--- src/rtl/bba_pkg.sv ---
// ----------------------------------------------------------------------------
// Buddy block allocator package
// Shared constants, sequencer states, free-list update and sequencer result structures.
// ----------------------------------------------------------------------------
`default_nettype none

package bba_pkg;

   // Allocator geometry
   localparam int MIN_BLOCK_BYTES = 4096;
   localparam int MIN_SHIFT       = $clog2(MIN_BLOCK_BYTES);
   localparam int MAX_ORDER       = 10;
   localparam int BLOCK_COUNT     = 1024;
   localparam int ORDER_DEPTH     = MAX_ORDER + 1;
   localparam int ORDER_W         = $clog2(ORDER_DEPTH);

   // Transaction field widths
   localparam int REQ_W    = 32;
   localparam int OFFSET_W = 10;
   localparam int ADDR_W   = 48;
   localparam int RSP_ORDER_W = 4;

   // Threshold register holds MIN_BLOCK_BYTES << order without overflow
   localparam int THRESH_W = REQ_W + 1;

   typedef logic [ORDER_W-1:0]  order_type;
   typedef logic [OFFSET_W-1:0] offset_type;

   // Sequencer states
   typedef enum logic [4:0] {
      ST_IDLE   = 5'b00001,
      ST_DECODE = 5'b00010,
      ST_SEARCH = 5'b00100,
      ST_SPLIT  = 5'b01000,
      ST_DONE   = 5'b10000
   } seq_state_type;

   // Free-list update from the sequencer
   typedef struct packed {
      logic       take;   // clear the free block of order idx
      logic       put;    // store a free block of order idx at offset off
      order_type  idx;
      offset_type off;
   } fl_update_type;

   // Finished transaction from the sequencer
   typedef struct packed {
      logic       done;
      logic       granted;
      offset_type offset;
      order_type  order;
   } seq_result_type;

endpackage

`default_nettype wire

--- src/rtl/bba_free_list.sv ---
// ----------------------------------------------------------------------------
// Buddy allocator free list
// One free-block slot per order: a present bit and the block offset.
// ----------------------------------------------------------------------------
`default_nettype none

module bba_free_list (
   input  wire                    clock,
   input  wire                    reset,
   input  bba_pkg::fl_update_type update,
   input  wire bba_pkg::order_type rd_idx,
   output logic [bba_pkg::ORDER_DEPTH-1:0] present,
   output bba_pkg::offset_type    rd_offset
);
   import bba_pkg::*;

   logic [ORDER_DEPTH-1:0] present_ff;
   offset_type             offset_ff [ORDER_DEPTH];

   // Hold one slot per order; only the top order is free after reset
   always_ff @(posedge clock) begin
      if (reset) begin
         present_ff <= ORDER_DEPTH'(1) << MAX_ORDER;
         for (int i = 0; i < ORDER_DEPTH; i++) begin
            offset_ff[i] <= '0;
         end
      end else begin
         if (update.take) begin
            present_ff[update.idx] <= 1'b0;
         end
         if (update.put) begin
            present_ff[update.idx] <= 1'b1;
            offset_ff[update.idx]  <= update.off;
         end
      end
   end

   assign present   = present_ff;
   assign rd_offset = offset_ff[rd_idx];

endmodule

`default_nettype wire

--- src/rtl/bba_seq.sv ---
// ----------------------------------------------------------------------------
// Buddy allocator sequencer
// Walks the orders one per cycle with a shared threshold compare, then splits
// the found block down to the needed order one level per cycle.
// ----------------------------------------------------------------------------
`default_nettype none

module bba_seq (
   input  wire                         clock,
   input  wire                         reset,
   input  wire                         start,
   input  wire [bba_pkg::REQ_W-1:0]    request_bytes,
   input  wire [bba_pkg::ORDER_DEPTH-1:0] present,
   input  wire bba_pkg::offset_type    rd_offset,
   output bba_pkg::order_type          rd_idx,
   output bba_pkg::fl_update_type      update,
   output bba_pkg::seq_result_type     result,
   output logic                        busy
);
   import bba_pkg::*;

   seq_state_type      state_ff, state_in;
   logic [REQ_W-1:0]   bytes_ff, bytes_in;
   logic [THRESH_W-1:0] thresh_ff, thresh_in;
   order_type          ord_ff, ord_in;
   order_type          need_ff, need_in;
   offset_type         off_ff, off_in;
   logic               granted_ff, granted_in;

   logic               fits;
   logic               at_top;
   order_type          ord_dec;

   // Shared compare: does the block of the current order hold the request
   assign fits    = {1'b0, bytes_ff} <= thresh_ff;
   assign at_top  = ord_ff == order_type'(MAX_ORDER);
   assign ord_dec = ord_ff - order_type'(1);
   assign rd_idx  = ord_ff;

   // Advance the order walk and split
   always_comb begin
      state_in   = state_ff;
      bytes_in   = bytes_ff;
      thresh_in  = thresh_ff;
      ord_in     = ord_ff;
      need_in    = need_ff;
      off_in     = off_ff;
      granted_in = granted_ff;
      update     = '0;
      unique case (state_ff)
         ST_IDLE: begin
            if (start) begin
               bytes_in   = request_bytes;
               thresh_in  = THRESH_W'(MIN_BLOCK_BYTES);
               ord_in     = '0;
               granted_in = 1'b0;
               state_in   = ST_DECODE;
            end
         end
         ST_DECODE: begin
            if (fits) begin
               need_in = ord_ff;
               if (present[ord_ff]) begin
                  off_in      = rd_offset;
                  update.take = 1'b1;
                  update.idx  = ord_ff;
                  granted_in  = 1'b1;
                  state_in    = ST_DONE;
               end else if (at_top) begin
                  state_in = ST_DONE;
               end else begin
                  ord_in   = ord_ff + order_type'(1);
                  state_in = ST_SEARCH;
               end
            end else if (at_top) begin
               state_in = ST_DONE;
            end else begin
               ord_in    = ord_ff + order_type'(1);
               thresh_in = thresh_ff << 1;
            end
         end
         ST_SEARCH: begin
            if (present[ord_ff]) begin
               off_in      = rd_offset;
               update.take = 1'b1;
               update.idx  = ord_ff;
               granted_in  = 1'b1;
               state_in    = ST_SPLIT;
            end else if (at_top) begin
               state_in = ST_DONE;
            end else begin
               ord_in = ord_ff + order_type'(1);
            end
         end
         ST_SPLIT: begin
            // Free the upper half one order down
            update.put = 1'b1;
            update.idx = ord_dec;
            update.off = off_ff + (offset_type'(1) << ord_dec);
            ord_in     = ord_dec;
            if (ord_dec == need_ff) begin
               state_in = ST_DONE;
            end
         end
         ST_DONE: begin
            state_in = ST_IDLE;
         end
         default: begin
            state_in = ST_IDLE;
         end
      endcase
   end

   // Control registers
   always_ff @(posedge clock) begin
      if (reset) begin
         state_ff   <= ST_IDLE;
         granted_ff <= 1'b0;
      end else begin
         state_ff   <= state_in;
         granted_ff <= granted_in;
      end
   end

   // Working registers
   always_ff @(posedge clock) begin
      bytes_ff  <= bytes_in;
      thresh_ff <= thresh_in;
      ord_ff    <= ord_in;
      need_ff   <= need_in;
      off_ff    <= off_in;
   end

   assign busy           = state_ff != ST_IDLE;
   assign result.done    = state_ff == ST_DONE;
   assign result.granted = granted_ff;
   assign result.offset  = off_ff;
   assign result.order   = need_ff;

endmodule

`default_nettype wire

--- src/rtl/buddy_block_allocator.sv ---
// ----------------------------------------------------------------------------
// Buddy block allocator
// Allocation-only buddy allocator with one free slot per order.
// ----------------------------------------------------------------------------
//  Channel   | Ports                                   | Handshake
//  ----------+-----------------------------------------+-------------------
//  request   | req_request_bytes                       | start, busy
//  response  | rsp_granted/block_offset/address/order  | rsp_strobe
//  config    | csr_wdata                               | csr_we
//
//  A transaction walks the orders one per cycle during the size decode and
//  free-slot search, splits the block one order per cycle, finishes in ST_DONE
//  and then registers the response that rsp_strobe marks.
//  Reset is synchronous and leaves one free block of the top order at
//  offset 0 and base_address 0. The receiver cannot stall; each response is
//  valid for the single cycle that rsp_strobe is high.
// ----------------------------------------------------------------------------
`default_nettype none

module buddy_block_allocator (
   input  wire                         clock,
   input  wire                         reset,
   input  wire                         start,
   output logic                        busy,
   input  wire [bba_pkg::REQ_W-1:0]    req_request_bytes,
   output logic                        rsp_strobe,
   output logic                        rsp_granted,
   output logic [bba_pkg::OFFSET_W-1:0] rsp_block_offset,
   output logic [bba_pkg::ADDR_W-1:0]  rsp_block_address,
   output logic [bba_pkg::RSP_ORDER_W-1:0] rsp_block_order,
   input  wire                         csr_we,
   input  wire [bba_pkg::ADDR_W-1:0]   csr_wdata
);
   import bba_pkg::*;

   logic [ADDR_W-1:0]      base_ff;
   logic [ORDER_DEPTH-1:0] present;
   offset_type             rd_offset;
   order_type              rd_idx;
   fl_update_type          update;
   seq_result_type         result;

   logic                   strobe_ff;
   logic                   granted_ff;
   offset_type             offset_ff;
   logic [ADDR_W-1:0]      address_ff;
   logic [RSP_ORDER_W-1:0] order_ff;

   bba_free_list u_free_list (
      .clock     (clock),
      .reset     (reset),
      .update    (update),
      .rd_idx    (rd_idx),
      .present   (present),
      .rd_offset (rd_offset)
   );

   bba_seq u_seq (
      .clock         (clock),
      .reset         (reset),
      .start         (start),
      .request_bytes (req_request_bytes),
      .present       (present),
      .rd_offset     (rd_offset),
      .rd_idx        (rd_idx),
      .update        (update),
      .result        (result),
      .busy          (busy)
   );

   // Base address register
   always_ff @(posedge clock) begin
      if (reset) begin
         base_ff <= '0;
      end else if (csr_we) begin
         base_ff <= csr_wdata;
      end
   end

   // Response strobe
   always_ff @(posedge clock) begin
      if (reset) begin
         strobe_ff <= 1'b0;
      end else begin
         strobe_ff <= result.done;
      end
   end

   // Response payload; zero the fields of a failed transaction
   always_ff @(posedge clock) begin
      if (result.done) begin
         granted_ff <= result.granted;
         if (result.granted) begin
            offset_ff  <= result.offset;
            address_ff <= base_ff + (ADDR_W'(result.offset) << MIN_SHIFT);
            order_ff   <= RSP_ORDER_W'(result.order);
         end else begin
            offset_ff  <= '0;
            address_ff <= '0;
            order_ff   <= '0;
         end
      end
   end

   assign rsp_strobe        = strobe_ff;
   assign rsp_granted       = granted_ff;
   assign rsp_block_offset  = offset_ff;
   assign rsp_block_address = address_ff;
   assign rsp_block_order   = order_ff;

   // An accepted transaction keeps the block busy
   a_busy_after_start: assert property (@(posedge clock) disable iff (reset)
      start && !busy |=> busy)
      else $error("busy not raised after start");

   // A response only follows a transaction in flight
   a_strobe_after_busy: assert property (@(posedge clock) disable iff (reset)
      rsp_strobe |-> $past(busy))
      else $error("response without transaction");

   // A failed response carries zero fields
   a_fail_zero: assert property (@(posedge clock) disable iff (reset)
      rsp_strobe && !rsp_granted |->
         rsp_block_offset == '0 && rsp_block_address == '0 && rsp_block_order == '0)
      else $error("failed response has nonzero fields");

   // A granted block is aligned to its own size
   a_aligned: assert property (@(posedge clock) disable iff (reset)
      rsp_strobe && rsp_granted |->
         (rsp_block_offset & ((OFFSET_W'(1) << rsp_block_order) - OFFSET_W'(1))) == '0)
      else $error("granted block misaligned");

endmodule

`default_nettype wire
--- config.mk ---
export PLATFORM = sky130hd
export DESIGN_NAME = buddy_block_allocator
export DESIGN_NICKNAME = d
export VERILOG_FILES = /design/src/rtl/bba_pkg.sv /design/src/rtl/bba_free_list.sv /design/src/rtl/bba_seq.sv /design/src/rtl/buddy_block_allocator.sv
export SDC_FILE = /design/constraint.sdc
export NUM_CORES = 1
export LEC_CHECK = 0
export ABC_AREA = 1
export BUFFER_PORTS_ARGS = -buffer_cell sky130_fd_sc_hd__buf_2
export CAP_MARGIN = 20
export CORE_ASPECT_RATIO = 0.9
export CORE_UTILIZATION = 50
export DETAILED_ROUTE_END_ITERATION = 16
export GPL_TIMING_DRIVEN = 0
export PLACE_DENSITY = 0.82
export SYNTH_ARGS = -nofsm -noshare
export SYNTH_HDL_FRONTEND = slang
export SYNTH_HIERARCHICAL = 1
export SYNTH_SLANG_ARGS = --single-unit
--- constraint.sdc ---
create_clock -name clock -period 7.5 [get_ports clock]
set_input_delay 0 -clock clock [delete_from_list [all_inputs] [get_ports clock]]
set_output_delay 0 -clock clock [all_outputs]
set_load 0.05 [all_outputs]
== Word level (Yosys, flattened, before mapping) ==
Memory sizes are Yosys's and may differ from the RTL's. A register that Yosys moved wholly into a read port is not among the register bits.
Cells that the tools add are included.

* Shift operators: 1
* Add/sub/neg operators: 4
* Reduce and logical (&&, ||, !) cells: 13
* Bitwise operators: 3
* Magnitude comparators: 4
* Equal/unequal tests: 13
* Mux-type cells: 48

{| class="wikitable"
|+ Operators by type and width
! kind !! number
|-
| 33-bit 2-to-1 mux || 3
|-
| 33-bit case mux with 2 select lines || 1
|-
| 48-bit by 22-bit adder with 48-bit output || 1
|-
| 10-bit 2-to-1 mux || 4
|-
| 5-bit 2-to-1 mux || 7
|-
| 32-bit by 33-bit <= comparator with 1-bit output || 1
|-
| 11-bit 2-to-1 mux || 3
|-
| 4-bit 2-to-1 mux || 8
|-
| 10-bit case mux with 2 select lines || 1
|-
| 5-bit case mux with 4 select lines || 1
|-
| 4-bit case mux with 4 select lines || 1
|-
| 1-bit 2-to-1 mux || 14
|-
| 4-bit case mux with 3 select lines || 1
|-
| 11-bit AND || 1
|-
| 11-bit NOT || 1
|-
| 11-bit bitwise OR || 1
|-
| 10-bit adder || 1
|-
| 4-bit by 5-bit < comparator with 1-bit output (second input constant) || 2
|-
| 2-bit AND reduction || 5
|-
| 10-bit OR reduction || 1
|-
| 1-bit by 4-bit left shift with 10-bit output (first input constant) || 1
|-
| 2-bit inequality test (second input constant) || 3
|-
| 5-bit by 1-bit == test with 1-bit output (second input constant) || 1
|-
| 5-bit by 2-bit == test with 1-bit output (second input constant) || 1
|-
| other kinds (20) || 22
|}

* Bits in registers: 212
* Memory bits (writable): 110
* Logic and storage cells: 101
* Output and inout bits: 65
* Input port bits: 84
* Memories: 1

{| class="wikitable"
|+ Memories
! name !! depth !! width !! rd ports !! clocked after memory_dff !! write ports !! line !! source
|-
| u_free_list.offset_ff || 11 || 10 || 1 || 1 || 11 || bba_free_list.sv:18 || <nowiki>offset_type offset_ff [ORDER_DEPTH];</nowiki>
|}

== Depth between registers and ports, before layout ==
* Depth after elaboration: 15
* Depth in mapped cells: 22
* Mapped depth without buffers: 21

== By module ==
The synthesis kept the hierarchy.

{| class="wikitable"
|+ Modules (own cells, without submodules)
! module !! instances !! seq. area each (µm²) !! cells an instance !! area an instance (µm²)
|-
| bba_free_list || 1 || 4924.7 || 880 || 7903.8
|-
| buddy_block_allocator || 1 || 2872.8 || 655 || 5445.2
|-
| bba_seq || 1 || 2252.2 || 482 || 4524.3
|}

== Least setup slack after synthesis ==
OpenSTA, ideal clock, no wires.

* Kind: reg2reg
* Start point: register u_seq.state_ff[2]
* End point: register address_ff[0], in the netlist rsp_block_address[0] (enable)
* Path slack: 0.328 ns
* Library setup time: 0.642 ns
* Buffers on the path: 0
* Clock period less this slack: 7.172 ns
* Data required time: 6.858 ns
* Arrival time: 6.530 ns
* Cell stages (with the launch flop): 2
* Path through: dfxtp_1 nor4_1

{| class="wikitable"
|+ RTL lines
! what !! line !! source
|-
| start, declared || bba_seq.sv:22 || <nowiki>seq_state_type state_ff, state_in;</nowiki>
|-
| start signal, assigned || bba_seq.sv:120 || <nowiki>state_ff <= state_in;</nowiki>
|-
| end signal, assigned || buddy_block_allocator.sv:95 || <nowiki>address_ff <= base_ff + (ADDR_W'(result.offset) << MIN_SHIFT);</nowiki>
|-
| end, declared || buddy_block_allocator.sv:46 || <nowiki>logic [ADDR_W-1:0] address_ff;</nowiki>
|}

==> results.yml <==
clock_network:
  h-tree-depth: 2
  clk_path_buf_depth: 3
  tritoncts: "built"
  cts.reportedPaths.clkPinSlew_ns: 0.06
  cts_sinks: 360
  cts_inserted_buffers: 38
  cts_resized: 0
  clock_tree.root_cell: "clkbuf_16"
  worstSkewPairLatency_ns: 0.54
cells_and_area:
  nets: 2434
  multiInputGateArea_mm2: 0.00621
  design_area_mm2: 0.0214
  syn_to_final_growth_pct: 19.8
  final_common_cell: "nand2_1"
  layoutNonFillerInstCount: 2802
  drive_gt1_share_pct: 15.1
  layout_common_cells: "nand2_1, inv_1, edfxtp_1, nor2_1, nand3_1"
  seq_area_mm2: 0.0100
  nFillCells: 2846
setup_path:
  cp.arrival_ns: 5.05
  timing_worst_setup_path_type: "reg -> reg"
  slowest_delay_ns: 0.56
  reg2reg_from: "u_seq/rd_idx[0]$_DFFE_PP_"
  path_common_cell: "nor2_1"
  worstPathCellList: "buf_6 > inv_4 > buf_12 > ha_1 > or2_1 > nand2_2 > inv_1 > nor3_1 > ha_1 > inv_1 > fa_1 > nor2_1 > o21ai_0 > nand2_1 > nand2_1 > nand3_1 > nand2_1 > nor2_1 > inv_1 > nor2_1 > clkinv_1 > nor2_1"
  crit_family: "simple AND/OR/NAND/NOR gates"
  endpoint: "u_free_list/offset_ff[3][8]$_SDFFCE_PN0P_"
  cp_num_buf_inv: 7
  cp_slowest_cell: "edfxtp_1"
  reg2reg_depth: 22
  cp_max_fo: 13
  startpoint_type: "register"
  crit_required_ns: 7.88
  r2r_end: "u_free_list/offset_ff[3][8]$_SDFFCE_PN0P_"
  endpoint_kind: "register"
  r2r_slack_ns: 2.83
  crit_cells: 22
  startpoint: "u_seq/rd_idx[0]$_DFFE_PP_"
detailed_routing:
  final_antenna_net_count: 0
  wl_per_cell_um: 17.3
  vias: 14943
  first_pass_iters: 6
  drt_iter0_markers: 1363
  drcViolationCount: 0
  viasPerCell: 5.33
  wl_um: 48600
place:
  dp_cells: 2641
  dpl_worst_slack_ns: 2.91
  dpl_cell_area_mm2: 0.0193
  dpl.hpwl_um: 33900
  port_buffers: 147
  gp_congestion: 0.919
global_route:
  top_usage_layer: "met2"
  grt_first_pass_wirelength_um: 76300
  antenna_found_initial: 1
  grt_pass1_vias: 14712
  globalRouteOverflowTotal: 0
  met2_usage_pct: 46.0
  use_met1_pct: 33.7
  grt.total_usage_pct: 26.6
  grt_max_degree: 34
  met3_usage_pct: 4.02
logic_synthesis:
  synth_top_family_by_area: "simple AND/OR/NAND/NOR gates"
  async_flop_share_pct: 0
  yosysTopAreaCell: "edfxtp_1"
  ys_types: 55
  synth.avg_cell_area_um2: 8.86
  synth-main-ff-cell: "edfxtp_1"
  yosys.area_share.simple_pct: 24.6
  syn_area_mm2: 0.0179
  synthAdderAreaFrac_pct: 3.44
  yosysTopAreaCellShare_pct: 47.7
  ys_ff_latch: 360
  synth_compound_area_share_pct: 6.00
  ys_top_cells_by_area: "edfxtp_1, nand2_1, dfxtp_1"
  synth_xor_area_share_pct: 0.581
  yosys_warnings: 6
  syn-instance-count: 2017
  syn_nets: 2149
  synth_edf_count: 284
  synthMuxAreaShare_pct: 0
  seq_area_frac_synth_pct: 56.2
timing:
  maxSlewViolCount: 0
  max_slew_margin_pct: 27.0
  timing.final.crit_share_pct: 62.3
  max_freq_ghz: 0.214
  timing.final.ws_setup_ns: 2.83
  rsz0062_at_grt: "no"
  fin_worst_skew_ns: 0.0162
  hold_viol: 0
  setup_viol: 0
  period_needed_ns: 4.67
  worst_pin_slew_ns: 1.09
floorplanning:
  start_util_pct: 50.9
  die_h_um: 181
  rows: 65
  pin_count: 149
  dieWidth_um: 201
  core_mm2: 0.0351
  die_area_mm2: 0.0365
worst_hold_path:
  hp-class: "in -> reg"
pwr:
  irDropWorstVdd_uv: 195
  p_leak_nw: 9.08
  powerDensity_mw_per_mm2: 293
  power.total_mw: 6.28
run:
  maxCapViolations: 0
status:
  status: "finished clean"
worst min path at each step:
stage | startpoint | endpoint | cells after the start
after floorplan | reset | u_seq/state_ff[4]$_SDFFE_PP0P_ | 1
final | csr_we | base_ff[10]$_SDFFE_PP0P_ | 4
after detailed placement | req_request_bytes[26] | u_seq/bytes_ff[26]$_DFFE_PP_ | 1
after global routing | csr_we | base_ff[10]$_SDFFE_PP0P_ | 4
after global placement | req_request_bytes[5] | u_seq/bytes_ff[5]$_DFFE_PP_ | 1
after CTS | csr_we | base_ff[10]$_SDFFE_PP0P_ | 4
sequential cells by signal, summed over array words and instances, names as in the netlist:
| register | flops |
|---|---|
| u_free_list/present | 11 |
| u_seq/off_ff | 10 |
| u_seq/state_ff | 5 |
| u_seq/need_ff | 4 |
| rsp_strobe | 1 |
| rsp_granted | 1 |
| base_ff | 48 |
| rsp_block_order | 4 |
| rsp_block_offset | 10 |
| u_seq/granted_ff | 1 |
| u_seq/thresh_ff | 21 |
| rsp_block_address | 48 |
| u_seq/rd_idx | 4 |
| u_free_list/offset_ff | 160 |
| u_seq/bytes_ff | 32 |
cells by family (layout without fill, tap and decap cells):
kind of cell	after synthesis	after routing
adders and majority gates	48	48
and+or+nand+nor	1002	1002
other	0	1
AOI/OAI and AO/OA	183	183
buffers and inverters	413	728
xor gates and xnor gates	11	11
DFF	360	360
where the power goes:
group | total [mW] | switching, mW | internal (mW)
clock | 1.85 | 0.759 | 1.09
sequential | 2.47 | 0.100 | 2.37
combinational | 1.96 | 1.36 | 0.606
total | 6.28 | 2.22 | 4.06
tightest hold or removal path: cells and delay by family:
| kind | cells | cell delay (ns) |
|---|---|---|
| compound gates | 1 | 0.06 |
| buf+inv | 2 | 0.40 |
| simple gates | 1 | 0.12 |
Yosys cell counts (all sizes together) (5+ instances only):
| cell type | n |
|---|---|
| edfxtp | 284 |
| nand4 | 15 |
| nand3 | 197 |
| o22ai | 11 |
| nor3 | 25 |
| dfxtp | 76 |
| nand2 | 510 |
| nor2 | 247 |
| clkbuf | 38 |
| ha | 46 |
| buf | 33 |
| a211oi | 22 |
| a21oi | 87 |
| inv | 339 |
| o21ai | 52 |
| xor2 | 6 |
| xnor2 | 5 |
per-layer routing:
layer  vias to the layer above  part of all wire, %
li1                       7096                    -
met1                      7004                   40
met2                       728                   48
met3                       115                  8.2
met4                         0                  3.2
met5                         -                    0
repair_timing:
action,in CTS,in global routing
hold endpoints to repair,85,0
buffers inserted,0,0
hold buffers,90,0
through the flow:
step / util, % / TNS [ns] / hold slack (ns)
detailed placement: 54.9 / 0 / 0.178
floorplan: - / 0 / 0.0669
global route: 61.0 / 0 / 0.128
CTS: 61.0 / 0 / 0.0668
finish: 61.0 / 0 / 0.0894
global placement: 54.6 / -132.33 / 0.177
area by class of cell:
type	instances	share of cell area, %
clock inverter	15	0.578
buffer	71	1.65
multi-input combinational	1244	29.0
sequential	360	46.9
antenna	1	0.0117
inverter	342	6.03
timing repair buffer	245	7.96
tap	469	2.74
clock buffer	55	5.13
Power figures use the tool's default switching activity.
